==> config.mk <==
export PLATFORM = sky130hd
export DESIGN_NAME = mhpq_out_stage_flat
export DESIGN_NICKNAME = d
export VERILOG_FILES = /design/src/rtl/mhpq_pkg.sv /design/src/rtl/mhpq_rsp_if.sv /design/src/rtl/mhpq_out_stage.sv /design/src/flat_wrapper.sv
export SDC_FILE = /design/constraint.sdc
export NUM_CORES = 1
export LEC_CHECK = 0
export BUFFER_PORTS_ARGS = -buffer_cell sky130_fd_sc_hd__buf_2
export CAP_MARGIN = 20
export CORE_MARGIN = 2
export CORE_UTILIZATION = 36
export CTS_CLUSTER_SIZE = 24
export DETAILED_ROUTE_END_ITERATION = 10
export GPL_ROUTABILITY_DRIVEN = 0
export GPL_TIMING_DRIVEN = 0
export PLACE_DENSITY = 0.74
export SYNTH_ARGS = -nofsm -noshare
export SYNTH_HDL_FRONTEND = slang
export SYNTH_SLANG_ARGS = --single-unit
==> constraint.sdc <==
create_clock -name clk -period 1.1 [get_ports clk]
set_input_delay 0.055 -clock clk [delete_from_list [all_inputs] [get_ports clk]]
set_output_delay 0.055 -clock clk [all_outputs]
set_load 0.01 [all_outputs]
==> src/rtl/mhpq_pkg.sv <==
// mhpq_pkg: shared types, codes and default sizes for the max-heap queue.
// No dependencies; every other file of the block imports it.
`timescale 1ns / 1ps

package mhpq_pkg;

  // fixed field widths of the request and response channels
  localparam int VALUE_W  = 32;
  localparam int RESULT_W = 32;
  localparam int STATUS_W = 2;
  localparam int COUNT_W  = 9;

  // default sizing of the store
  localparam int DEF_HEAP_DEPTH = 256;
  localparam int DEF_KEY_WIDTH  = 32;

  typedef enum logic {
    CMD_INSERT = 1'b0,
    CMD_REMOVE = 1'b1
  } cmd_t;

  typedef enum logic [STATUS_W-1:0] {
    STATUS_OK    = 2'd0,
    STATUS_EMPTY = 2'd1,
    STATUS_FULL  = 2'd2
  } status_t;

  typedef enum logic [2:0] {
    ST_IDLE,
    ST_UP_RD,
    ST_UP_CMP,
    ST_RM_RD,
    ST_RM_LD,
    ST_DN_RD,
    ST_DN_CMP,
    ST_FIN
  } state_t;

  typedef struct packed {
    logic [RESULT_W-1:0] result_value;
    status_t             status;
    logic [COUNT_W-1:0]  count_after;
  } rslt_t;

endpackage

==> src/rtl/mhpq_rsp_if.sv <==
// mhpq_rsp_if: response channel (removed key, status, count) with valid/ready.
// Depends on mhpq_pkg.
`timescale 1ns / 1ps

interface mhpq_rsp_if import mhpq_pkg::*; ();
  logic                valid;
  logic                ready;
  logic [RESULT_W-1:0] result_value;
  logic [STATUS_W-1:0] status;
  logic [COUNT_W-1:0]  count_after;

  modport source (output valid, output result_value, output status, output count_after,
                  input ready);
  modport sink   (input valid, input result_value, input status, input count_after,
                  output ready);
endinterface

==> src/rtl/mhpq_out_stage.sv <==
// mhpq_out_stage: response register, frees the sequencer while a result waits.
// Depends on mhpq_pkg, mhpq_rsp_if.
`timescale 1ns / 1ps

module mhpq_out_stage import mhpq_pkg::*; (
  input  logic        clk,
  input  logic        rst_n,
  input  logic        rslt_valid,
  input  rslt_t       rslt,
  output logic        rslt_ready,
  mhpq_rsp_if.source  rsp
);

  logic  out_valid_r;
  rslt_t data_r;
  logic  load;

  assign rslt_ready = !out_valid_r || rsp.ready;
  assign load       = rslt_valid && rslt_ready;

  always_ff @(posedge clk) begin
    if (!rst_n) begin
      out_valid_r <= 1'b0;
    end else if (load) begin
      out_valid_r <= 1'b1;
    end else if (rsp.ready) begin
      out_valid_r <= 1'b0;
    end
  end

  always_ff @(posedge clk) begin
    if (load) begin
      data_r <= rslt;
    end
  end

  assign rsp.valid        = out_valid_r;
  assign rsp.result_value = data_r.result_value;
  assign rsp.status       = data_r.status;
  assign rsp.count_after  = data_r.count_after;

endmodule

==> src/flat_wrapper.sv <==
// flat-port wrapper written by rule: the top's interface ports become plain ports
module mhpq_out_stage_flat import mhpq_pkg::*;
  (clk, rst_n, rslt_valid, rslt, rslt_ready, rsp_valid, rsp_result_value, rsp_status, rsp_count_after, rsp_ready);
  mhpq_rsp_if rsp_i ();
  input  logic clk;
  input  logic rst_n;
  input  logic rslt_valid;
  input  rslt_t rslt;
  output logic rslt_ready;
  output wire logic [$bits(rsp_i.valid)-1:0] rsp_valid;
  output wire logic [$bits(rsp_i.result_value)-1:0] rsp_result_value;
  output wire logic [$bits(rsp_i.status)-1:0] rsp_status;
  output wire logic [$bits(rsp_i.count_after)-1:0] rsp_count_after;
  input wire logic [$bits(rsp_i.ready)-1:0] rsp_ready;
  assign rsp_valid = rsp_i.valid;
  assign rsp_result_value = rsp_i.result_value;
  assign rsp_status = rsp_i.status;
  assign rsp_count_after = rsp_i.count_after;
  assign rsp_i.ready = rsp_ready;
  mhpq_out_stage u_core (.clk(clk), .rst_n(rst_n), .rslt_valid(rslt_valid), .rslt(rslt), .rslt_ready(rslt_ready), .rsp(rsp_i));
endmodule
# Word level (Yosys, flattened, before mapping)
# Index checks and enable logic that the tools add are counted.
# word_totals
reg_bits	44
latch_bits	0
ramBits	0
rom_bits	0
out_inout_bits	45
n_memories	0
# op_classes
add_sub_neg	0
n_mul	0
n_div	0
magnitude_cmp	0
eq_ne	0
n_shift	0
mux	2
n_bitwise	0
n_reduce_logical	4
# op_table
op	n
2-to-1 mux 1 bit	2
nonzero test 2 bit	1
logical AND 1 bit	1
logical NOT 1 bit	1
logical OR 1 bit	1

# Longest topological paths before layout
# Gate-level depths: netlist of the first run.
# depth
ltp_word	4
ltp_mapped	2
mapped_depth_nobuf	2

# Worst setup path after synthesis of the first run
# No wires, ideal clock.
# synth_timing
path_type	reg2reg
start	register u_core.out_valid_r, in the netlist u_core.rsp.valid
end	register u_core.data_r, in the netlist u_core.rsp.count_after[0], enable pin
setup_time_ns	0.358
arrival_ns	0.865
t_required_ns	0.742
slack_ns	-0.123
path_stages_with_launch	3
n_path_buf	0
path_cell_list	dfxtp_1 > nand2b_4 > and2_4
# synth_between
elab_chain_cells	3
# synth_lines
element	line_no	rtl
start, declared	mhpq_out_stage.sv:14	logic out_valid_r;
start signal, assigned	mhpq_out_stage.sv:23	out_valid_r <= 1'b0;
start signal, assigned	mhpq_out_stage.sv:25	out_valid_r <= 1'b1;
start signal, assigned	mhpq_out_stage.sv:27	out_valid_r <= 1'b0;
logical NOT 1 bit	mhpq_out_stage.sv:18	assign rslt_ready = !out_valid_r || rsp.ready;
logical OR 1 bit	mhpq_out_stage.sv:18	
via rslt_ready	flat_wrapper.sv:9	output logic rslt_ready;
logical AND 1 bit	mhpq_out_stage.sv:19	assign load = rslt_valid && rslt_ready;
via u_core.load	mhpq_out_stage.sv:16	logic load;
end signal, assigned	mhpq_out_stage.sv:33	data_r <= rslt;
end, declared	mhpq_out_stage.sv:15	rslt_t data_r;
# The timed path passes the listed nets, and every way through them passes these cells.
# A chain may end at the register's enable or synchronous reset.

# Worst setup path after layout of the first run
# layout_timing
start	register u_core.out_valid_r, in the netlist u_core.rsp.valid
end	register u_core.data_r, in the netlist u_core.rsp.count_after[0], enable pin
# layout_between
elab_chain_cells	3
# layout_lines
element	line_no
logical NOT 1 bit	mhpq_out_stage.sv:18
logical OR 1 bit	mhpq_out_stage.sv:18
logical AND 1 bit	mhpq_out_stage.sv:19
# Every way passes these cells.

==> results of run 1 <==
repair_timing:
| action | CTS | global route |
|---|---|---|
| setup endpoints to repair | 43 | 43 |
| resized for setup | 1 | 0 |
| hold endpoints to repair | 44 | 0 |
| cloned | 1 | 1 |
| hold buffers | 44 | 0 |
placed cells by master, fill, tap and decap left out, drive strengths merged:
master,Yosys,final
dlygate4sd3,0,44
edfxtp,43,43
buf,0,91
and2,1,3
bufinv,0,1
nand2b,1,1
dfxtp,1,1
a21boi,1,1
clkinv,0,2
inv,1,1
clkbuf,0,5
routing by layer:
metal  GRT usage  share of wire  wire length, um
met5           0              0                0
met4      0.0859          0.010               36
met3      0.0753           0.11              403
met2       0.316           0.53             1890
met1       0.165           0.35             1250
stage by stage:
stage          instance area, um2  setup TNS, ps  worst slack, ps  hold WS (ps)  utilization
3_5_place_dp                 1870          -6890             -162           233        0.513
3_3_place_gp                 1870          -5610             -132           231        0.513
5_1_grt                      2430           -727            -31.0          43.4        0.670
6_report                     2430              0             22.0          46.7        0.670
4_1_cts                      2430              0             4.95          23.5        0.668
2_1_floorplan                1350          -3990            -92.9           154            -
registers in the layout, summed over array words and instances, names as in the netlist:
register,count
u_core.rsp.count_after,9
u_core.rsp.status,2
u_core.rsp.valid,1
u_core.rsp.result_value,32
final cells by class:
cell class	count	area share
sequential	44	0.539
timing repair buffer	135	0.368
clock buffer	5	0.0283
tap	48	0.0247
multi-input combinational	5	0.0206
clock inverter	3	0.0175
inverter	1	0.00154
power groups by stage:
stage          Combinational (W)  Clock, W  Sequential (W)
2_1_floorplan          0.0000401         0         0.00207
3_3_place_gp            0.000264         0         0.00201
3_5_place_dp            0.000274         0         0.00202
4_1_cts                 0.000400   0.00121         0.00198
5_1_grt                 0.000439   0.00129         0.00199
6_report                0.000411   0.00119         0.00198
final timing paths:
path                          endpoint  slack (ps)
min                   u_core.rsp.valid          50
min reg2reg           u_core.rsp.valid         520
max          u_core.rsp.count_after[0]          20
max reg2reg  u_core.rsp.count_after[0]          20
worst reg2reg max path: cells and delay by family, from the launching register on:
kind             cells  cell delay, ps
DFF                  1             340
and+or+nand+nor      2             420
cell families (layout without fill, tap and decap cells):
logic type / after synthesis / in the layout
buffers and inverters: 1 / 144
AND/OR/NAND/NOR: 2 / 4
AO/OA/AOI/OAI: 1 / 1
flip-flops: 44 / 44
==> results.py, run 1 <==
metrics = {
    "pwr": {
        "p_comb_frac": 0.115,
        "cellPowerDensity_nw_per_um2": 1470,
        "swShare": 0.201,
        "pwr-share-clk": 0.331,
        "switchingPower_w": 0.000719,
        "leakage_nw": 1.05,
        "vdd_ir_drop_max_v": 0.00104,
        "p_total_w": 0.00358,
        "internal_power_w": 0.00286,
        "seqPwrFrac": 0.554,
    },
    "synth": {
        "synth_top_family_by_area": "simple AND/OR/NAND/NOR gates",
        "avgSynthCellArea_um2": 28.1,
        "ys_types": 6,
        "synth-seq-cells": 44,
        "ys_warn_count": 0,
        "yosys.area.top_type": "edfxtp_1",
        "synth-seq-area-share": 0.972,
        "synth_edf_count": 43,
        "synthMuxAreaShare": 0,
        "synthSimpleGateAreaFrac": 0.0167,
        "syn_inst": 48,
        "synth-async-reset-ratio": 0,
        "synth-xor-area-share": 0,
        "ys.flop_type": "edfxtp_1",
        "synth_compound_area_frac": 0.00835,
        "synth.top_cell.area_share": 0.957,
        "syn_area_um2": 1350,
        "synth_fa_ha_area_frac": 0,
        "synth_area_leaders": "edfxtp_1, dfxtp_1, nand2b_4",
        "synth_nets": 95,
        "yosysMostFrequentCell": "edfxtp_1",
    },
    "timing": {
        "relSlewSlack": 0.813,
        "setup_viol": 0,
        "finalCriticalPeriod_ps": 1080,
        "hold_viol": 0,
        "rsz0062_at_grt": "true",
        "drv_slew": 0,
        "finClkSkew_ps": 6.79,
        "min_period_over_period": 0.980,
        "worst_slew_pin_slew_ps": 280,
        "clock.fmax_mhz": 928,
    },
    "critical_path": {
        "crit_slowest_cell": "dfxtp_2",
        "cp_cell_sequence": "nand2b_4 > and2_4",
        "reg2reg_depth": 2,
        "start_kind": "flop",
        "path_class": "reg2reg",
        "cp.depth": 2,
        "crit_arrival_ps": 1050,
        "slowest_delay_ps": 340,
        "r2r-start": "u_core.rsp.valid",
        "cp_max_fo": 21,
        "crit_family": "simple AND/OR/NAND/NOR gates",
        "endpoint_kind": "flop",
        "critPathBufInv": 0,
        "setup.worst_path.start": "u_core.rsp.valid",
        "worst_ep_required_time_ps": 1070,
    },
    "cells_and_area": {
        "fillerInstances": 268,
        "multi_input_area_um2": 50.0,
        "antennaDiodeCount": 0,
        "layout-drive-gt1-share": 0.539,
        "regArea_um2": 1310,
        "nets": 239,
        "area_delta_synth_final_pct": 80.4,
        "instances_no_fill": 241,
    },
    "cts": {
        "clock-root-buffer": "clkbuf_8",
        "clk_pin_slew_ps": 80,
        "insertion_delay_ps": 290,
        "clkSinkCount": 44,
        "cts_made_buffers": 5,
        "clk_path_buf_depth": 2,
        "postCtsSetupBuffers": 0,
        "cts_tree": "yes",
        "htreeDepth": 2,
    },
    "global_routing": {
        "overflow": 0,
        "antenna_found_initial": 0,
        "grt_usage": 0.174,
        "grt_pass1_vias": 1130,
        "grt_pass1_wl_mm": 5.18,
        "grt_max_degree": 23,
    },
    "place": {
        "port_buffers": 91,
        "dp.cells": 187,
        "dp.final_hpwl_mm": 1.84,
    },
    "worst_hold_path": {
        "min-delay-path-class": "in2reg",
        "hold_start": "rslt_valid",
        "hold_depth": 3,
    },
    "die": {
        "design.core.area_um2": 3630,
        "core.rowCount": 22,
        "fp.dieArea_um2": 4250,
        "dieHeight_um": 65.2,
        "start_util": 0.371,
        "ioPinCount": 92,
        "chipWidth_um": 65.2,
    },
    "drt": {
        "firstDrtPassIters": 4,
        "totalWireLength_mm": 3.58,
        "ant_nets": 0,
        "routed_via_density": 4.24,
        "vias": 1022,
        "drcViolationCount": 0,
        "avgRoutedWirePerCell_um": 14.8,
        "drt_iter0_drc": 21,
    },
    "run_status": {
        "status": "completed",
    },
    "flow_run": {
        "maxCapViolCount": 0,
    },
}
Note: power is estimated with default switching activity, not from simulation.
==> run 2, diff against run 1 <==
--- a/config.mk
+++ b/config.mk
@@ -5,15 +5,16 @@
 export SDC_FILE = /design/constraint.sdc
 export NUM_CORES = 1
 export LEC_CHECK = 0
-export BUFFER_PORTS_ARGS = -buffer_cell sky130_fd_sc_hd__buf_2
 export CAP_MARGIN = 20
 export CORE_MARGIN = 2
-export CORE_UTILIZATION = 36
+export CORE_UTILIZATION = 53
 export CTS_CLUSTER_SIZE = 24
 export DETAILED_ROUTE_END_ITERATION = 10
+export DONT_BUFFER_PORTS = 1
 export GPL_ROUTABILITY_DRIVEN = 0
 export GPL_TIMING_DRIVEN = 0
-export PLACE_DENSITY = 0.74
+export PLACE_DENSITY = 0.71
+export SKIP_LAST_GASP = 1
 export SYNTH_ARGS = -nofsm -noshare
 export SYNTH_HDL_FRONTEND = slang
 export SYNTH_SLANG_ARGS = --single-unit
==> constraint.sdc (replaced) <==
create_clock -name clk -period 1.1 [get_ports clk]
set_input_delay 0.22 -clock clk [delete_from_list [all_inputs] [get_ports clk]]
set_output_delay 0.22 -clock clk [all_outputs]
set_load 0.01 [all_outputs]
==> results.py, run 2 (synthesis gave the netlist of run 1 again) <==
metrics = {
    "run_status": {
        "status": "completed",
    },
    "timing": {
        "rsz0062_at_grt": "true",
        "clock.fmax_mhz": 946,
        "relSlewSlack": 0.893,
        "min_period_over_period": 0.961,
        "finalCriticalPeriod_ps": 1060,
        "worst_slew_pin_slew_ps": 160,
        "drv_slew": 0,
        "fin_hold_ws_ps": 57.0,
        "finClkSkew_ps": 6.47,
        "setup_viol": 0,
        "hold_viol": 0,
    },
    "die": {
        "fp.dieArea_um2": 2960,
        "dieHeight_um": 54.4,
        "ioPinCount": 92,
        "core.rowCount": 18,
        "start_util": 0.549,
        "chipWidth_um": 54.4,
        "design.core.area_um2": 2450,
    },
    "cells_and_area": {
        "largest_reg_flops": 32,
        "nets": 149,
        "area_delta_synth_final_pct": 41.3,
        "instances_no_fill": 133,
        "layout_common_cells": "dlygate4sd3_1, edfxtp_1, clkbuf_4, and2_4, clkbuf_1",
        "fillerInstances": 137,
        "layout-drive-gt1-share": 0.117,
        "antennaDiodeCount": 0,
        "regArea_um2": 1320,
        "final_common_cell": "dlygate4sd3_1",
        "multi_input_area_um2": 60.1,
    },
    "place": {
        "dp.cells": 78,
        "port_buffers": 0,
    },
    "critical_path": {
        "path_class": "reg2out",
        "start_kind": "flop",
        "slowest_delay_ps": 380,
        "crit_slowest_cell": "dfxtp_4",
        "crit_family": "flip-flops",
        "endpoint_kind": "output port",
        "cp_max_fo": 6,
        "crit_arrival_ps": 840,
        "r2r-end": "u_core.rsp.count_after[7]",
        "reg2reg_depth": 2,
        "critPathBufInv": 0,
        "cp_cell_sequence": "nand2b_4",
        "r2r-start": "u_core.rsp.valid",
        "r2r_setup_slack_ps": 50,
        "worst_ep_required_time_ps": 880,
    },
    "drt": {
        "ant_nets": 0,
        "vias": 675,
        "drcViolationCount": 0,
        "avgRoutedWirePerCell_um": 19.6,
        "firstDrtPassIters": 3,
        "routed_via_density": 5.08,
        "totalWireLength_mm": 2.61,
        "drt_iter0_drc": 5,
    },
    "global_routing": {
        "grt_pass1_wl_mm": 3.51,
        "overflow": 0,
        "grt_pass1_vias": 639,
        "antenna_found_initial": 0,
        "grt_usage": 0.190,
        "grt_max_degree": 13,
    },
    "worst_hold_path": {
        "hold_depth": 1,
        "hold_start": "rst_n",
        "hold_end": "u_core.rsp.valid",
        "min-delay-path-class": "in2reg",
    },
    "cts": {
        "clock-root-buffer": "clkbuf_4",
        "htreeDepth": 2,
        "clkSinkCount": 44,
        "clk_path_buf_depth": 2,
        "insertion_delay_ps": 340,
        "postCtsSetupBuffers": 0,
        "clk_pin_slew_ps": 110,
        "cts_made_buffers": 5,
        "cts_tree": "yes",
    },
    "pwr": {
        "p_comb_frac": 0.066,
        "cellPowerDensity_nw_per_um2": 1540,
        "p_total_w": 0.00293,
        "internal_power_w": 0.00233,
        "swShare": 0.205,
        "vdd_ir_drop_max_v": 0.00127,
        "leakage_nw": 0.670,
        "pwr-share-clk": 0.235,
        "seqPwrFrac": 0.699,
        "switchingPower_w": 0.000600,
    },
    "flow_run": {
        "maxCapViolCount": 0,
    },
}
==> run 2: changes by cell type in the layout (fill, tap and decap cells not counted) <==
cell       change
and2_2         -1
dfxtp_4        +1
clkinv_4       -1
and2_4         +2
clkbuf_1       +2
dfxtp_2        -1
bufinv_16      -1
clkbuf_8       -5
clkbuf_4       +5
buf_2         -91
==> run 2: power by group through the flow <==
stage / Clock (W) / Combinational (W) / Sequential [W]
2_1_floorplan: 0 / 0.0000401 / 0.00207
3_3_place_gp: 0 / 0.0000450 / 0.00209
3_5_place_dp: 0 / 0.0000485 / 0.00209
4_1_cts: 0.000685 / 0.000182 / 0.00205
5_1_grt: 0.000803 / 0.000207 / 0.00206
6_report: 0.000688 / 0.000193 / 0.00205
==> run 2: what timing repair did <==
action,in CTS,in global routing
cloned,3,0
endpoints found under the setup margin,43,22
hold buffers,44,0
gates resized for setup,1,3
pin swaps,2,0
endpoints found under the hold margin,44,0
==> run 2: layout make-up <==
class / instances / area share
clock buffers: 7 / 0.0236
clock inverters: 1 / 0.00197
inverters: 1 / 0.00197
multi-input cells: 6 / 0.0315
flip-flops and latches: 44 / 0.690
well taps: 30 / 0.0197
repair buffers: 44 / 0.231
==> run 2: worst max-delay path by stage <==
stage                                start                          end  slack, ps  cells past startpoint
after global routing      u_core.rsp.valid                   rslt_ready         -7                      1
after global placement    u_core.rsp.valid    u_core.rsp.count_after[0]       -160                      2
final                     u_core.rsp.valid                   rslt_ready         40                      1
after floorplan           u_core.rsp.valid    u_core.rsp.count_after[0]        -90                      2
after detailed placement  u_core.rsp.valid  u_core.rsp.result_value[20]       -210                      2
after CTS                 u_core.rsp.valid    u_core.rsp.count_after[0]         -4                      2
==> run 2: metrics by stage <==
stage | area (um2) | setup WS (ps) | TNS (ps) | util
2_1_floorplan | 1350 | -92.9 | -3990 | -
3_3_place_gp | 1390 | -165 | -7030 | 0.565
3_5_place_dp | 1390 | -205 | -8760 | 0.565
4_1_cts | 1900 | -3.52 | -37.9 | 0.774
5_1_grt | 1910 | -7.37 | -7.37 | 0.776
6_report | 1910 | 42.4 | 0 | 0.776
==> run 2: layer usage <==
layer / GRT usage / vias up / part of all wire
li1: - / 299 / -
met1: 0.223 / 312 / 0.39
met2: 0.283 / 62 / 0.48
met3: 0.117 / 2 / 0.13
met4: 0.0750 / 0 / 0.0031
met5: 0 / - / 0
