==> config.mk <==
export PLATFORM = sky130hd
export DESIGN_NAME = mhpq_ctrl_flat
export DESIGN_NICKNAME = d
export VERILOG_FILES = /design/src/rtl/mhpq_pkg.sv /design/src/rtl/mhpq_req_if.sv /design/src/rtl/mhpq_ctrl.sv /design/src/flat_wrapper.sv
export SDC_FILE = /design/constraint.sdc
export NUM_CORES = 1
export LEC_CHECK = 0
export BUFFER_PORTS_ARGS = -buffer_cell sky130_fd_sc_hd__buf_4
export CAP_MARGIN = 5
export CORE_MARGIN = 10
export CORE_UTILIZATION = 55
export DETAILED_ROUTE_END_ITERATION = 16
export PLACE_DENSITY = 0.82
export SLEW_MARGIN = 20
export SYNTH_ARGS = -nofsm -noshare
export SYNTH_HDL_FRONTEND = slang
export SYNTH_SLANG_ARGS = --single-unit
==> constraint.sdc <==
create_clock -name clk -period 7.2 [get_ports clk]
set_clock_uncertainty 0.05 [all_clocks]
set_input_delay 2.16 -clock clk [delete_from_list [all_inputs] [get_ports clk]]
set_output_delay 2.16 -clock clk [all_outputs]
set_load 0.01 [all_outputs]
==> src/rtl/mhpq_pkg.sv <==
// mhpq_pkg: shared types, codes and default sizes for the max-heap queue.
// No dependencies; every other file of the block imports it.
`timescale 1ns / 1ps

package mhpq_pkg;

  // fixed field widths of the request and response channels
  localparam int VALUE_W  = 32;
  localparam int RESULT_W = 32;
  localparam int STATUS_W = 2;
  localparam int COUNT_W  = 9;

  // default sizing of the store
  localparam int DEF_HEAP_DEPTH = 256;
  localparam int DEF_KEY_WIDTH  = 32;

  typedef enum logic {
    CMD_INSERT = 1'b0,
    CMD_REMOVE = 1'b1
  } cmd_t;

  typedef enum logic [STATUS_W-1:0] {
    STATUS_OK    = 2'd0,
    STATUS_EMPTY = 2'd1,
    STATUS_FULL  = 2'd2
  } status_t;

  typedef enum logic [2:0] {
    ST_IDLE,
    ST_UP_RD,
    ST_UP_CMP,
    ST_RM_RD,
    ST_RM_LD,
    ST_DN_RD,
    ST_DN_CMP,
    ST_FIN
  } state_t;

  typedef struct packed {
    logic [RESULT_W-1:0] result_value;
    status_t             status;
    logic [COUNT_W-1:0]  count_after;
  } rslt_t;

endpackage

==> src/rtl/mhpq_req_if.sv <==
// mhpq_req_if: request channel (command and key) with valid/ready.
// Depends on mhpq_pkg.
`timescale 1ns / 1ps

interface mhpq_req_if import mhpq_pkg::*; ();
  logic               valid;
  logic               ready;
  logic               command;
  logic [VALUE_W-1:0] value;

  modport source (output valid, output command, output value, input ready);
  modport sink   (input valid, input command, input value, output ready);
endinterface

==> src/rtl/mhpq_ctrl.sv <==
// mhpq_ctrl: sequencer for insert (sift up) and remove (sift down).
// Depends on mhpq_pkg, mhpq_req_if; drives the ports of mhpq_ram.
`timescale 1ns / 1ps

module mhpq_ctrl import mhpq_pkg::*; #(
  parameter int HEAP_DEPTH = DEF_HEAP_DEPTH,
  parameter int KEY_WIDTH  = DEF_KEY_WIDTH,
  localparam int IDX_W = $clog2(HEAP_DEPTH)
) (
  input  logic                 clk,
  input  logic                 rst_n,
  mhpq_req_if.sink             req,
  // store
  output logic                 ram_we,
  output logic [IDX_W-1:0]     ram_waddr,
  output logic [KEY_WIDTH-1:0] ram_wdata,
  output logic [IDX_W-1:0]     ram_raddr_a,
  input  logic [KEY_WIDTH-1:0] ram_rdata_a,
  output logic [IDX_W-1:0]     ram_raddr_b,
  input  logic [KEY_WIDTH-1:0] ram_rdata_b,
  // finished result towards the output stage
  output logic                 rslt_valid,
  output rslt_t                rslt,
  input  logic                 rslt_ready
);

  localparam int CNT_W = $clog2(HEAP_DEPTH + 1);
  localparam int EXT_W = IDX_W + 2;

  state_t               state_r, state_nxt;
  logic [CNT_W-1:0]     cnt_r, cnt_nxt;
  logic [IDX_W-1:0]     pos_r, pos_nxt;
  logic [KEY_WIDTH-1:0] key_r, key_nxt;        // element being sifted
  logic [KEY_WIDTH-1:0] res_value_r, res_value_nxt;
  status_t              status_r, status_nxt;

  logic             accept;
  logic             is_full, is_empty;
  logic [EXT_W-1:0] pos_ext, left_ext, right_ext, cnt_ext;
  logic             has_left, has_right;
  logic [IDX_W-1:0] parent_idx, left_idx, right_idx;
  logic             up_swap, dn_stop, dn_pick_r;

  // requests are taken only while idle
  assign req.ready = (state_r == ST_IDLE);
  assign accept    = req.valid && req.ready;
  assign is_full   = (cnt_r == CNT_W'(HEAP_DEPTH));
  assign is_empty  = (cnt_r == '0);

  assign pos_ext    = EXT_W'(pos_r);
  assign left_ext   = (pos_ext << 1) + EXT_W'(1);
  assign right_ext  = left_ext + EXT_W'(1);
  assign cnt_ext    = EXT_W'(cnt_r);
  assign has_left   = (left_ext < cnt_ext);
  assign has_right  = (right_ext < cnt_ext);
  assign left_idx   = left_ext[IDX_W-1:0];
  assign right_idx  = right_ext[IDX_W-1:0];
  assign parent_idx = (pos_r - IDX_W'(1)) >> 1;

  // sift up: parent read back in ram_rdata_a
  assign up_swap = (key_r > ram_rdata_a);

  // sift down: left child on port a, right child on port b
  always_comb begin
    if (has_right) begin
      dn_stop   = (key_r > ram_rdata_a) && (key_r > ram_rdata_b);
      dn_pick_r = (ram_rdata_b > ram_rdata_a);
    end else begin
      dn_stop   = (key_r > ram_rdata_a);
      dn_pick_r = 1'b0;
    end
  end

  // next state
  always_comb begin
    state_nxt = state_r;
    case (state_r)
      ST_IDLE: begin
        if (accept) begin
          if (req.command == CMD_REMOVE) begin
            state_nxt = is_empty ? ST_FIN : ST_RM_RD;
          end else begin
            state_nxt = is_full ? ST_FIN : ST_UP_RD;
          end
        end
      end
      ST_UP_RD:  state_nxt = (pos_r == '0) ? ST_FIN : ST_UP_CMP;
      ST_UP_CMP: state_nxt = up_swap ? ST_UP_RD : ST_FIN;
      ST_RM_RD:  state_nxt = ST_RM_LD;
      ST_RM_LD:  state_nxt = (cnt_r == '0) ? ST_FIN : ST_DN_RD;
      ST_DN_RD:  state_nxt = has_left ? ST_DN_CMP : ST_FIN;
      ST_DN_CMP: state_nxt = dn_stop ? ST_FIN : ST_DN_RD;
      ST_FIN:    state_nxt = rslt_ready ? ST_IDLE : ST_FIN;
      default:   state_nxt = ST_IDLE;
    endcase
  end

  // outputs and datapath
  always_comb begin
    cnt_nxt       = cnt_r;
    pos_nxt       = pos_r;
    key_nxt       = key_r;
    res_value_nxt = res_value_r;
    status_nxt    = status_r;
    ram_we        = 1'b0;
    ram_waddr     = pos_r;
    ram_wdata     = key_r;
    ram_raddr_a   = parent_idx;
    ram_raddr_b   = right_idx;
    rslt_valid    = 1'b0;
    case (state_r)
      ST_IDLE: begin
        if (accept) begin
          res_value_nxt = '0;
          status_nxt    = STATUS_OK;
          if (req.command == CMD_REMOVE) begin
            if (is_empty) begin
              status_nxt = STATUS_EMPTY;
            end else begin
              cnt_nxt = cnt_r - CNT_W'(1);
            end
          end else begin
            if (is_full) begin
              status_nxt = STATUS_FULL;
            end else begin
              pos_nxt = cnt_r[IDX_W-1:0];
              key_nxt = KEY_WIDTH'(req.value);
              cnt_nxt = cnt_r + CNT_W'(1);
            end
          end
        end
      end
      ST_UP_RD: begin
        if (pos_r == '0) begin
          ram_we = 1'b1;
        end
      end
      ST_UP_CMP: begin
        ram_we = 1'b1;
        if (up_swap) begin
          ram_wdata = ram_rdata_a;     // parent moves down
          pos_nxt   = parent_idx;
        end
      end
      ST_RM_RD: begin
        ram_raddr_a = '0;
        ram_raddr_b = cnt_r[IDX_W-1:0];  // last element, count already decremented
      end
      ST_RM_LD: begin
        res_value_nxt = ram_rdata_a;
        key_nxt       = ram_rdata_b;
        pos_nxt       = '0;
      end
      ST_DN_RD: begin
        ram_raddr_a = left_idx;
        if (!has_left) begin
          ram_we = 1'b1;
        end
      end
      ST_DN_CMP: begin
        ram_we = 1'b1;
        if (!dn_stop) begin
          if (dn_pick_r) begin
            ram_wdata = ram_rdata_b;
            pos_nxt   = right_idx;
          end else begin
            ram_wdata = ram_rdata_a;
            pos_nxt   = left_idx;
          end
        end
      end
      ST_FIN: begin
        rslt_valid = 1'b1;
      end
      default: begin
      end
    endcase
  end

  assign rslt.result_value = RESULT_W'(res_value_r);
  assign rslt.status       = status_r;
  assign rslt.count_after  = COUNT_W'(cnt_r);

  always_ff @(posedge clk) begin
    if (!rst_n) begin
      state_r <= ST_IDLE;
      cnt_r   <= '0;
    end else begin
      state_r <= state_nxt;
      cnt_r   <= cnt_nxt;
    end
  end

  always_ff @(posedge clk) begin
    pos_r       <= pos_nxt;
    key_r       <= key_nxt;
    res_value_r <= res_value_nxt;
    status_r    <= status_nxt;
  end

endmodule

==> src/flat_wrapper.sv <==
// flat-port wrapper written by rule: the top's interface ports become plain ports
module mhpq_ctrl_flat import mhpq_pkg::*;
#(
  parameter int HEAP_DEPTH = DEF_HEAP_DEPTH,
  parameter int KEY_WIDTH  = DEF_KEY_WIDTH,
  localparam int IDX_W = $clog2(HEAP_DEPTH)
)
  (clk, rst_n, ram_we, ram_waddr, ram_wdata, ram_raddr_a, ram_rdata_a, ram_raddr_b, ram_rdata_b, rslt_valid, rslt, rslt_ready, req_valid, req_command, req_value, req_ready);
  mhpq_req_if req_i ();
  input  logic clk;
  input  logic rst_n;
  output logic ram_we;
  output logic [IDX_W-1:0] ram_waddr;
  output logic [KEY_WIDTH-1:0] ram_wdata;
  output logic [IDX_W-1:0] ram_raddr_a;
  input  logic [KEY_WIDTH-1:0] ram_rdata_a;
  output logic [IDX_W-1:0] ram_raddr_b;
  input  logic [KEY_WIDTH-1:0] ram_rdata_b;
  output logic rslt_valid;
  output rslt_t rslt;
  input  logic rslt_ready;
  input wire logic [$bits(req_i.valid)-1:0] req_valid;
  input wire logic [$bits(req_i.command)-1:0] req_command;
  input wire logic [$bits(req_i.value)-1:0] req_value;
  output wire logic [$bits(req_i.ready)-1:0] req_ready;
  assign req_i.valid = req_valid;
  assign req_i.command = req_command;
  assign req_i.value = req_value;
  assign req_ready = req_i.ready;
  mhpq_ctrl #(.HEAP_DEPTH(HEAP_DEPTH), .KEY_WIDTH(KEY_WIDTH)) u_core (.clk(clk), .rst_n(rst_n), .req(req_i), .ram_we(ram_we), .ram_waddr(ram_waddr), .ram_wdata(ram_wdata), .ram_raddr_a(ram_raddr_a), .ram_rdata_a(ram_rdata_a), .ram_raddr_b(ram_raddr_b), .ram_rdata_b(ram_rdata_b), .rslt_valid(rslt_valid), .rslt(rslt), .rslt_ready(rslt_ready));
endmodule
### Yosys cells after proc, flatten, opt, wreduce, memory -nomap -nowiden

Index checks and enable logic that the tools add are counted.

* register bits after elaboration: 86
* bits in latches: 0
* RAM bits: 0
* ROM bits: 0
* input bits: 101
* output and inout bits: 102
* logic and storage cells: 86
* memories: 0

* add/subtract/negate cells: 5
* multiply operators: 0
* div/mod/pow operators: 0
* order comparisons: 5
* equality and inequality tests: 15
* shift operators: 0
* multiplexer cells: 42
* bitwise operators: 0
* reduce and logical (&&, ||, !) cells: 13

Operator list (count)
* $mux W32: 7
* $pmux W32 S2: 3
* $gt A32 B32 Y1: 3
* $mux W8: 7
* $pmux W8 S4: 1
* $mux W9: 3
* $pmux W3 S8: 1
* $mux W3: 7
* $lt A10 B9 Y1: 2
* $pmux W8 S2: 1
* $eq A3 B3 Y1 const B: 4
* $ne A2 B2 Y1 const B: 6
* $add A10 B1 Y10 const B: 1
* $add A9 B1 Y10 const B: 1
* $add A9 B1 Y9 const B: 1
* $eq A9 B9 Y1 const B: 1
* $logic_not A9 Y1: 1
* $sub A9 B1 Y9 const B: 1
* $logic_not A8 Y1: 1
* $mux W2: 4
* $reduce_and A4 Y1: 2
* $sub A8 B1 Y8 const B: 1
* $mux W1: 7
* $eq A3 B2 Y1 const B: 2
* 10 further kinds: 12

### Logic depth before layout (Yosys ltp)

Gate-level depths: netlist (run 1).

* word-level depth: 7
* mapped depth: 15
* mapped depth without buffers: 13

### Least setup slack after synthesis (run 1)

OpenSTA, ideal clock, no wires.

* path kind: input to output
* start point: input ram_rdata_a[14]
* end point: output ram_wdata[18]
* arrival: 4.359 ns
* data required time: 4.990 ns
* slack: 0.631 ns
* cell stages on the path: 11
* buffers on the path: 2
* cell sequence: inv_1 -> ha_1 -> a21oi_1 -> nand2_1 -> a221o_1 -> o31a_1 -> o21ai_2 -> buf_4 -> clkbuf_1 -> a21oi_1 -> o221ai_1

* longest elaborated chain between the ends: 5
* elaborated cells on any way between the ends: 9
* those cells by class: 2 x order compare; 6 x mux; 1 x reduce/logical

RTL lines
* start: declaration: line flat_wrapper.sv:16 `input logic [KEY_WIDTH-1:0] ram_rdata_a;`
* $gt A32 B32 Y1, on equally long branches
* $mux W1 / $logic_and A1 B1 Y1 (equally long branches): line mhpq_ctrl.sv:65, mhpq_ctrl.sv:66
* $mux W32 / $mux W1 (equally long branches): line mhpq_ctrl.sv:163, mhpq_ctrl.sv:65
* $mux W32: line mhpq_ctrl.sv:162 `if (!dn_stop) begin`
* $pmux W32 S2 (*): line mhpq_ctrl.sv:111 `case (state_r)`
* end: declaration: line flat_wrapper.sv:14 `output logic [KEY_WIDTH-1:0] ram_wdata;`

Every way passes the cells marked *; elsewhere a longest branch is shown, timed or not.

### Worst setup path after layout (run 1)

* start point: input ram_rdata_a[31]
* end point: output ram_wdata[30]

The elaborated chain is that of the path after synthesis.

==> results.md, run 1 <==
- The run finished with clean final reports.
- The leakage power figure is 4.61 nW.
- Clock tree synthesis found a total of 86 sinks.
- The synthesized design contains 86 register bits.
- The width of the die is 142 um.
- The area growth from synthesis to layout is 24.7%.
- The sum of negative setup slack is 0 ps.
- After detailed routing, the total wire length is 28000 um.
- OpenSTA, run right after detailed placement, puts the worst setup slack at 197 ps.
- Clock-pin slew was measured on the worst setup and hold paths at 70 ps.
- Dividing the final minimum period by the clock period gives 98.1%.
- The maximum vdd drop is 0.000245 V.
- For this run, design rule violations remaining after detail routing come to 0.
- The core region is 14600 um^2.
- The path type of the worst min-delay path is register to register.
- The last weighted congestion value of the routability-driven placer is 0.961.
- The power per standard cell area is just over 400 nW/um^2.
- The deepest level of the CTS H-tree is 3.
- The capturing element type of the critical path is a primary output.
- The synthesized area divided by synthesized cell count is about 8.6 um^2.
- Power comes to 4.19 mW.
- The count of antenna diodes in the layout is 0.
- The average wire per cell in the routed design is 21.1 um.
- The number of max-slew violations in the final report is 0.
- The post-synth design cell area is 8250 um^2.
- The number of DRC markers after the initial detailed-route iteration is ~970.
- The all-layer global routing usage is 26.8%.
- The number of max-capacitance violations reported is 0.
- Sequential cells were found to cover 29.8% of the synthesized design area.
- The total nets after synthesis is around 1200.
- At the later pin of the worst-skew pair, clock insertion delay measures 370 ps.
- Setup violations remaining at the end of the flow were counted as 0.
- The count of flip-flops with a built-in enable after synthesis is 74.
- The actual transition at the worst max-transition pin is about 710 ps.
- The starting utilization of the core area is 56.3%.
- Setup repair after global routing left no endpoint under its margin.
- At the worst endpoint, the arrival time is 4860 ps.
- In this run the deepest clock path goes through 2 buffers.
- After clock tree synthesis, the setup repair step added 0 buffers.
- Based on the critical path, the design can be clocked at up to 0.142 GHz.
- Excluding fillers, the count of instances in the completed layout stands at 1323.
- The critical path launch point type is a primary input.
- Once routing completed, OpenROAD measured the worst setup slack at 134 ps.
- The number of antenna violations at the first check in global routing is 0.
- TritonCTS created 9 clock buffers.
- Measured along the y axis, the die boundary spans roughly 140 um.
- The gate count after technology mapping is between 900 and 1000.
- Among all flip-flop cells after synthesis, the most frequent one is edfxtp_1.
- Of all nets on the critical path, the largest fanout is 20.
- The number of top-level design ports is 203.
- Data on the critical path is required at its endpoint by 4990 ps.
- Including well taps, the total number of placed cells is ~1300.
- The worst path needs 7070 ps of the cycle, external delays included.
- The count of buffers added on input and output ports is 202.
- For this run the aggregate overflow at the end of global routing stands at 0.
- Once detail routing completed, the nets flagged for antenna violations numbered 0.
- Measured against its own limit, the worst slew margin works out to 52.4%.
- The count of endpoints failing hold in the final timing report is 0.
- The worst setup path is of the primary input to primary output kind.
- Yosys mapped the design onto 57 distinct sky130hd cell types.
- The floorplan step defined a die boundary enclosing just over 20000 um^2.
- The worst hold slack across all endpoints is 537 ps.
- The total half-perimeter wirelength after legalization and detailed placement is approximately 21000 um.
- The CTS tree is built.
- The first global-routing pass estimated 43600 um of wire.
- Yosys printed 0 warnings.
- The final net count is 1358.
- For this run, asynchronously set or reset flops after synthesis account for 0%.
- The clock tree root buffer cell is clkbuf_16.
- The maximum number of pins on one net before global-route repair is 51.
- The first detailed-routing pass ran for 5 iterations.
- The via count of the first global-routing pass came to slightly above 8000.
- The proportion of layout cells with a drive suffix above 1 is about a quarter.
- The site row count is 44.
- The average via count per standard cell is 6.34.
- The routed layout has around 8400 vias.
[metal layers]
| metal | share of wire (%) | routed length [um] | track usage [%] | vias to the layer above |
|---|---|---|---|---|
| met3 | 11 | 2970 | 6.38 | 59 |
| met4 | 2.7 | 762 | 9.93 | 0 |
| met5 | 0 | 0 | 0 | - |
| li1 | - | - | - | 3952 |
| met2 | 46 | 12900 | 42.3 | 498 |
| met1 | 41 | 11400 | 34.7 | 3879 |
[stage by stage]
stage	util [%]	cell area, um^2
floorplan	-	8250
global placement	68.0	9960
detailed placement	68.0	9960
CTS	70.1	10300
global route	70.3	10300
finish	70.3	10300
[placed cells by master, fill, tap and decap left out, drive strengths merged, types with 4 or more instances in the layout]
cell,n
clkbuf,10
nand4,23
a2111oi,5
ha,122
nor4,68
o221ai,31
nor2,68
o21a,5
mux2,35
mux2i,5
dfxtp,12
nand3,18
clkinv,4
nor2b,12
nand2,76
nor3,11
and2,5
o211ai,4
a21oi,120
inv,89
o21ai,36
a221oi,4
buf,221
edfxtp,74
xor2,8
a22oi,4
a221o,5
xnor2,18
a21o,11
[sequential cells by signal (all words and copies together), names as in the netlist]
name,count
u_core.state_r,3
u_core.key_r,32
u_core.status_r,2
u_core.ram_waddr,8
u_core.res_value_r,32
u_core.cnt_r,9
[path summary, 6_finish.rpt]
kind | start | to | slack [ps] | cells past startpoint
max | ram_rdata_a[31] | ram_wdata[30] | 130 | 14
min reg2reg | u_core.cnt_r[8] | u_core.cnt_r[8] | 540 | 2
min | u_core.cnt_r[8] | u_core.cnt_r[8] | 540 | 2
max reg2reg | u_core.ram_waddr[1] | u_core.ram_waddr[4] | 2730 | 12
[logic make-up (layout without fill, tap and decap cells)]
family          count (synthesis)  in the layout  synth area share, %
flops                          86             86                 29.8
fa+ha+maj                     123            123                 18.7
buf+inv                       144            324                 6.85
mux                            40             40                 5.38
compound gates                244            244                 18.5
simple gates                  296            296                 17.9
xor+xnor                       26             26                 2.76
[worst max-delay path: stages]
cell	delay, ps
buf_4	90
inv_1	100
ha_1	340
nand4_1	200
nor4_2	310
buf_4	190
nand2_1	50
nor4b_1	390
a211o_2	220
buf_4	260
nor2_1	70
a21oi_1	110
o221ai_1	170
buf_4	200
[cell type report]
class                           instances  area (um^2)
Sequential cell                        86         2460
Fill cell                            1142         4360
Multi-Input combinational cell        729         5270
Clock inverter                          6         51.3
Timing Repair Buffer                  221         1700
Inverter                               87          327
Tap cell                              184          230
Clock buffer                           10          250
[synthesized netlist by cell type (3+ instances only)]
master | instances | share of area, %
xnor2_1 | 18 | 1.9
clkbuf_1 | 44 | 2.0
a21oi_1 | 120 | 7.3
buf_2 | 5 | 0.30
o31a_1 | 3 | 0.32
xor2_1 | 8 | 0.85
edfxtp_1 | 74 | 27
nand3_1 | 18 | 1.1
nor2_1 | 68 | 3.1
o211ai_1 | 4 | 0.36
or3_1 | 3 | 0.23
nand2_1 | 76 | 3.5
o221ai_1 | 31 | 3.3
nor3_1 | 9 | 0.55
o21ai_0 | 32 | 1.9
nand4_1 | 23 | 1.7
buf_1 | 5 | 0.23
o21ai_1 | 3 | 0.18
nor3b_1 | 3 | 0.27
dfxtp_1 | 12 | 2.9
mux2_2 | 35 | 4.8
nor2b_1 | 12 | 0.91
a2111oi_0 | 4 | 0.42
a21o_1 | 11 | 1.0
and3_1 | 3 | 0.23
ha_1 | 122 | 18
mux2i_1 | 5 | 0.61
a221oi_1 | 4 | 0.42
a221o_1 | 5 | 0.61
nor4_1 | 68 | 5.2
and2_1 | 5 | 0.38
inv_1 | 86 | 3.9
o21a_1 | 5 | 0.45
a22oi_1 | 4 | 0.36
[timing repair]
action                     CTS  global route
setup endpoints to repair    0            32
hold buffers                 0             0
gates resized for setup      0             1
[power breakdown]
group	leakage (nW)	switching [mW]	internal [mW]
clock network	0.150	0.229	0.261
registers	0.811	0.259	0.816
logic	3.65	1.50	1.12
total	4.61	1.99	2.20
(Power assumes the default switching activity.)
==> inputs of run 2 (changes only) <==
--- a/config.mk
+++ b/config.mk
@@ -10,7 +10,7 @@
 export CORE_MARGIN = 10
 export CORE_UTILIZATION = 55
 export DETAILED_ROUTE_END_ITERATION = 16
-export PLACE_DENSITY = 0.82
+export PLACE_DENSITY_LB_ADDON = 0.2
 export SLEW_MARGIN = 20
 export SYNTH_ARGS = -nofsm -noshare
 export SYNTH_HDL_FRONTEND = slang
==> results.md, run 2 (synthesized netlist as in run 1, its figures left out) <==
- TritonCTS built the clock tree.
- The number of DRC markers after the initial detailed-route iteration is 664 (-32%).
- The power per standard cell area is 405 nW/um^2 (-0.63%).
- The average wire per cell in the routed design came to 21.0 um (-0.86%).
- The critical path launch point type is a primary input.
- The number of buffers on the longest clock path is 2 (unchanged).
- The most common cell after layout, fill and taps aside is buf_4.
- The count of endpoints failing hold in the final timing report is 0 (unchanged).
- The number of sinks on the clock net was 86 (unchanged).
- The via count of the first global-routing pass came to 7956 (-1.8%).
- The all-layer global routing usage is 26.4% (-0.36 points).
- The part of the power in the clock network came to 11.3% (-0.4 points).
- The detailed-route via count is 8281 (-1.3%).
- The number of max-capacitance violations reported was 0 (unchanged).
- The largest registers in the layout are u_core.key_r x32, u_core.res_value_r x32, u_core.cnt_r x9.
- The DRC violation count after routing is 0 (unchanged).
- The final setup violation count is 0 (unchanged).
- The deepest level of the CTS H-tree came to 3 (unchanged).
- The die span in y is 142 um (unchanged).
- Relative to the synthesized area, the layout overhead comes to 24.5%.
- The path class of the tightest hold or removal check is register to register.
- The fmax is 0.143 GHz (+0.70%).
- The number of gates resized after CTS is 0 (unchanged).
- The first-pass GRT wire length is 42800 um (-1.8%).
- The worst path arrival time came to 4810 ps (-50 ps).
- The flow ran to the end, and the final reports show no timing, DRC or antenna violations.
- The worst relative slew slack is 45.9% (-6.4 points).
- The portion of the clock cycle consumed by the worst path in the final layout came to 97.5% (-0.68 points).
- The number of top-level design ports is 203 (unchanged).
- The final antenna-violating net count is 0 (unchanged).
- The count of port buffers added during placement was 202 (unchanged).
- The average via count per standard cell was 6.25 (-1.5%).
- The final critical-path required period is 7020 ps (-49.3 ps).
- The buffers inserted during post-CTS setup optimization is 0 (unchanged).
- The total congestion overflow is 0 (unchanged).
- Setup repair after global routing left no endpoint under its margin.
- The sequential group share of total power is 26.0% (+0.4 points).
- The total half-perimeter wirelength after legalization and detailed placement is 21500 um (+1.2%).
- The internal portion of total power was 2.18 mW (-0.79%).
- The clock latency at the later pin of the worst-skew pair is 360 ps (about the same).
- The fraction of power spent switching nets is 47.5% (about the same).
- The final net count was 1360 (+0.15%).
- The worst reg-to-reg path cell count is 12 (unchanged).
- The worst setup timing slack at the placement stage was 193 ps (-3.70 ps).
- The wire length reported by the detailed router is 27800 um (-0.64%).
- The minimum setup slack in the final design is 183 ps (+49.3 ps).
- The number of max-slew violations in the final report is 0 (unchanged).
- The top cell types in the final layout, fill and taps aside, are buf_4 (219), ha_1 (122), a21oi_1 (119).
- The total core area is 14600 um^2 (unchanged).
- The number of buffers created by CTS came to 9 (unchanged).
- The worst hold path stage count was 2 (unchanged).
- STA classifies the critical path endpoint as a primary output.
- The actual transition at the worst max-transition pin was 811 ps (+96.7 ps).
- The last weighted congestion value of the routability-driven placer is 0.976 (+1.5%).
- The required time of the critical path is 4990 ps (about the same).
- The starting utilization of the core area is 56.3% (unchanged).
- The number of antenna violations at the first check in global routing is 1 (+1).
- The share of power burned in combinational logic is 62.7% (about the same).
- The clock transition at the registers of the reported paths is 60 ps (about the same).
- The power spent charging and discharging nets was 1.98 mW (-0.74%).
- The sum of negative setup slack is 0 ps (unchanged).
- The maximum number of pins on one net before global-route repair is 42 (-18%).
- The width of the die was 142 um (unchanged).
- The proportion of layout cells with a drive suffix above 1 is 25.2% (+0.043 points).
- The die area is 20300 um^2 (unchanged).
- The clock tree root buffer cell is clkbuf_16.
- The detailed-routing iteration count for the pre-antenna-repair pass is 5 (unchanged).
- The total of hold buffers inserted after clock tree synthesis came to 0 (unchanged).
- The worst-path maximum fanout is 22 (+10%).
- The critical path is of the primary input to primary output type.
- The maximum vdd drop is 0.000227 V (-7.3%).
- The leakage power figure was 4.59 nW (-0.36%).
- The site row count is 44 (unchanged).
run 2: changes by cell type in the layout (fill, tap and decap cells not counted), sizes merged:
| cell | delta |
|---|---|
| clkinvlp | +2 |
| buf | +2 |
| diode | +1 |
| inv | -2 |
run 2: per-stage QoR:
step / cell area, um^2 / std cells / power (mW) / hold slack, ps / util, %
3_5_place_dp: 9950 / 1309 / 3.65 / 510 / 68.0
3_3_place_gp: 9950 / 1309 / 3.60 / 488 / 68.0
6_report: 10300 / 1326 / 4.16 / 533 / 70.2
5_1_grt: 10300 / 1326 / 4.45 / 551 / 70.2
2_1_floorplan: 8250 / 959 / 2.59 / 504 / -
4_1_cts: 10200 / 1325 / 4.12 / 525 / 69.9
run 2: cell type report:
cell class | count | area (um^2)
antenna | 1 | 2.50
clock buffer | 10 | 239
clock inverter | 6 | 45.0
fill | 1210 | 4370
inverter | 87 | 327
multi-input combinational | 729 | 5270
sequential | 86 | 2460
tap | 184 | 230
timing repair buffer | 223 | 1700
run 2: critical path, stage by stage:
cell and delay, ps:
buf_4 90, inv_1 50, ha_1 320, a21oi_1 160, o21ai_0 150, a221o_1 370
o31a_1 320, o31ai_1 400, o21ai_2 120, buf_4 260, nand2_1 100, o221ai_1 120
buf_4 190
run 2: worst paths after layout:
check	endpoint	slack, ps	startpoint
worst max-delay path	ram_wdata[16]	180	ram_rdata_b[23]
worst min-delay path	u_core.cnt_r[8]	530	u_core.cnt_r[8]
worst max register to register	u_core.ram_waddr[7]	2630	u_core.ram_waddr[0]
worst min register to register	u_core.cnt_r[8]	530	u_core.cnt_r[8]
run 2: layer usage:
layer	GRT usage, %	part of all wire, %	routed length (um)
met1	32.9	41	11300
met2	42.1	46	12800
met3	7.78	10	2800
met4	10.5	3.1	856
met5	0	0	0
run 2: power groups by stage:
stage / registers (mW) / clock network, mW / logic (mW)
2_1_floorplan: 1.00 / 0 / 1.59
3_3_place_gp: 1.08 / 0 / 2.52
3_5_place_dp: 1.08 / 0 / 2.56
4_1_cts: 1.07 / 0.469 / 2.58
5_1_grt: 1.10 / 0.486 / 2.86
6_report: 1.08 / 0.470 / 2.61
==> inputs of run 3 (changes only) <==
--- a/config.mk
+++ b/config.mk
@@ -9,8 +9,9 @@
 export CAP_MARGIN = 5
 export CORE_MARGIN = 10
 export CORE_UTILIZATION = 55
+export CTS_CLUSTER_SIZE = 20
 export DETAILED_ROUTE_END_ITERATION = 16
-export PLACE_DENSITY_LB_ADDON = 0.2
+export PLACE_DENSITY_LB_ADDON = 0.12
 export SLEW_MARGIN = 20
 export SYNTH_ARGS = -nofsm -noshare
 export SYNTH_HDL_FRONTEND = slang
==> results.md, run 3 (synthesized netlist as in run 1, its figures left out) <==
- The first-pass GRT wire length was 43600 um (+2.0%).
- The worst-path maximum fanout is 13 (-41%).
- The worst relative slew slack was 35.2% (-11 points).
- The filler-free cell count of the finished design is 1331 (+0.38%).
- The DRC violation count after routing is 0 (unchanged).
- The worst setup path is captured at a primary output.
- The number of top-level design ports was 203 (unchanged).
- The count of port buffers added during placement is 202 (unchanged).
- The flow ran to the end, and the final reports show no timing, DRC or antenna violations.
- The final net count was 1366 (+0.44%).
- The average via count per standard cell is 6.26 (+0.27%).
- The proportion of layout cells with a drive suffix above 1 is 25.7% (+0.48 points).
- The detailed-route via count is 8335 (+0.65%).
- The via count of the first global-routing pass was 8020 (+0.80%).
- The deepest level of the CTS H-tree is 3 (unchanged).
- The total core area is 14600 um^2 (unchanged).
- The starting utilization of the core area is 56.3% (unchanged).
- The number of max-slew violations in the final report came to 0 (unchanged).
- The all-layer global routing usage was 27.1% (+0.66 points).
- The worst setup timing slack at the placement stage was 74.7 ps (-118 ps).
- The average wire per cell in the routed design is 21.1 um (+0.73%).
- The worst hold path belongs to the class register to register.
- The number of DRC markers after the initial detailed-route iteration was 892 (+34%).
- The site row count was 44 (unchanged).
- The count of endpoints failing hold in the final timing report is 0 (unchanged).
- The actual transition at the worst max-transition pin is 971 ps (+160 ps).
- The worst setup path is launched from a primary input.
- The sum of negative setup slack is 0 ps (unchanged).
- The detailed-routing iteration count for the pre-antenna-repair pass was 5 (unchanged).
- The width of the die is 142 um (unchanged).
- The cell count after placement is 1312 (+0.23%).
- The required time of the critical path was 4990 ps (about the same).
- The number of buffers created by CTS is 9 (unchanged).
- The clock latency at the later pin of the worst-skew pair is 360 ps (about the same).
- The number of sinks on the clock net is 86 (unchanged).
- The type of the setup path with the least slack is primary input to primary output.
- The worst path arrival time is 4900 ps (+90 ps).
- The maximum vdd drop came to 0.000254 V (+12%).
- The number of antenna violations at the first check in global routing is 0 (-1).
- The total half-perimeter wirelength after legalization and detailed placement was 21600 um (+0.33%).
- The most common cell after layout, fill and taps aside is buf_4.
- The maximum number of pins on one net before global-route repair is 45 (+7.1%).
- In the final layout, the registers with the most flip-flops are u_core.key_r x32, u_core.res_value_r x32, u_core.cnt_r x9.
- The minimum setup slack in the final design came to 94.6 ps (-88.3 ps).
- The wire length reported by the detailed router is 28100 um (+1.1%).
- The portion of the clock cycle consumed by the worst path in the final layout is 98.7% (+1.2 points).
- The fmax is 0.141 GHz (-1.2%).
- The final antenna-violating net count is 0 (unchanged).
- The final setup violation count was 0 (unchanged).
- The number of max-capacitance violations reported is 0 (unchanged).
- The top cell types in the final layout, fill and taps aside, are buf_4 (223), ha_1 (122), a21oi_1 (119).
- The total of fill cells in the finished design was 1212 (+0.17%).
- The die area is 20300 um^2 (unchanged).
- The number of buffers on the longest clock path is 2 (unchanged).
- CTS placed an instance of clkbuf_16 at the clock tree root.
- The leakage power figure was 4.66 nW (+1.5%).
- The total congestion overflow is 0 (unchanged).
- The last weighted congestion value of the routability-driven placer came to 0.975 (about the same).
- The clock transition at the registers of the reported paths is 60 ps (about the same).
- TritonCTS built the clock tree.
- The power per standard cell area is 409 nW/um^2 (+1.2%).
- Compared with the post-synthesis result, the final layout area differs by 26.0%.
- The count of antenna diodes in the layout was 0 (-1).
- The die span in y was 142 um (unchanged).
- The post-route total power is 4.26 mW (+2.4%).
- The final critical-path required period is 7110 ps (+88.3 ps).
==> run 3: power by group <==
group	internal, mW	switching [mW]	total [mW]
Clock	0.307	0.214	0.521
Combinational	1.15	1.50	2.66
Sequential	0.815	0.265	1.08
Total	2.28	1.98	4.26
==> run 3: what timing repair did <==
action | 4_1_cts | 5_1_grt
hold endpoints to repair | 0 | 0
buffers inserted | 0 | 3
endpoints found under the setup margin | 0 | 29
resized for setup | 0 | 5
hold buffers | 0 | 0
==> run 3: worst max-delay path: stages <==
cell and delay [ps]:
buf_4 110, inv_1 150, ha_1 290, nand4_1 250
nor2_1 70, a221o_1 320, o31a_1 330, o21ai_4 240
buf_12 180, o21bai_2 110, buf_4 210, o221ai_1 280
buf_4 190
==> run 3: area by class of cell <==
type                       instances  area, um^2  share of cell area [%]
inverter                          87         327                    3.14
timing repair buffer             229        1780                    17.1
clock inverter                     6        93.8                   0.902
multi-input combinational        729        5280                    50.8
sequential                        86        2460                    23.7
tap                              184         230                    2.21
clock buffer                      10         229                    2.20
==> run 3: worst paths after layout <==
path	startpoint	end	slack [ps]	cells after the start
setup / recovery	ram_rdata_a[11]	ram_wdata[17]	90	13
hold / removal	u_core.cnt_r[8]	u_core.cnt_r[8]	530	2
setup reg to reg	u_core.ram_waddr[1]	u_core.ram_waddr[0]	2740	12
hold reg to reg	u_core.cnt_r[8]	u_core.cnt_r[8]	530	2
==> run 3: routing by layer <==
layer	global-route usage [%]	vias up	share of wire, %
met5	0	-	0
met4	8.41	0	2.4
met1	35.8	3850	42
met3	6.51	49	10
li1	-	3972	-
met2	42.6	464	45
==> run 3: metrics by stage <==
step | instance area, um^2 | util [%] | hold slack (ps)
floorplan | 8250 | - | 504
global placement | 10000 | 68.4 | 501
detailed placement | 10000 | 68.4 | 502
CTS | 10300 | 70.6 | 510
global route | 10400 | 71.0 | 605
finish | 10400 | 71.0 | 526
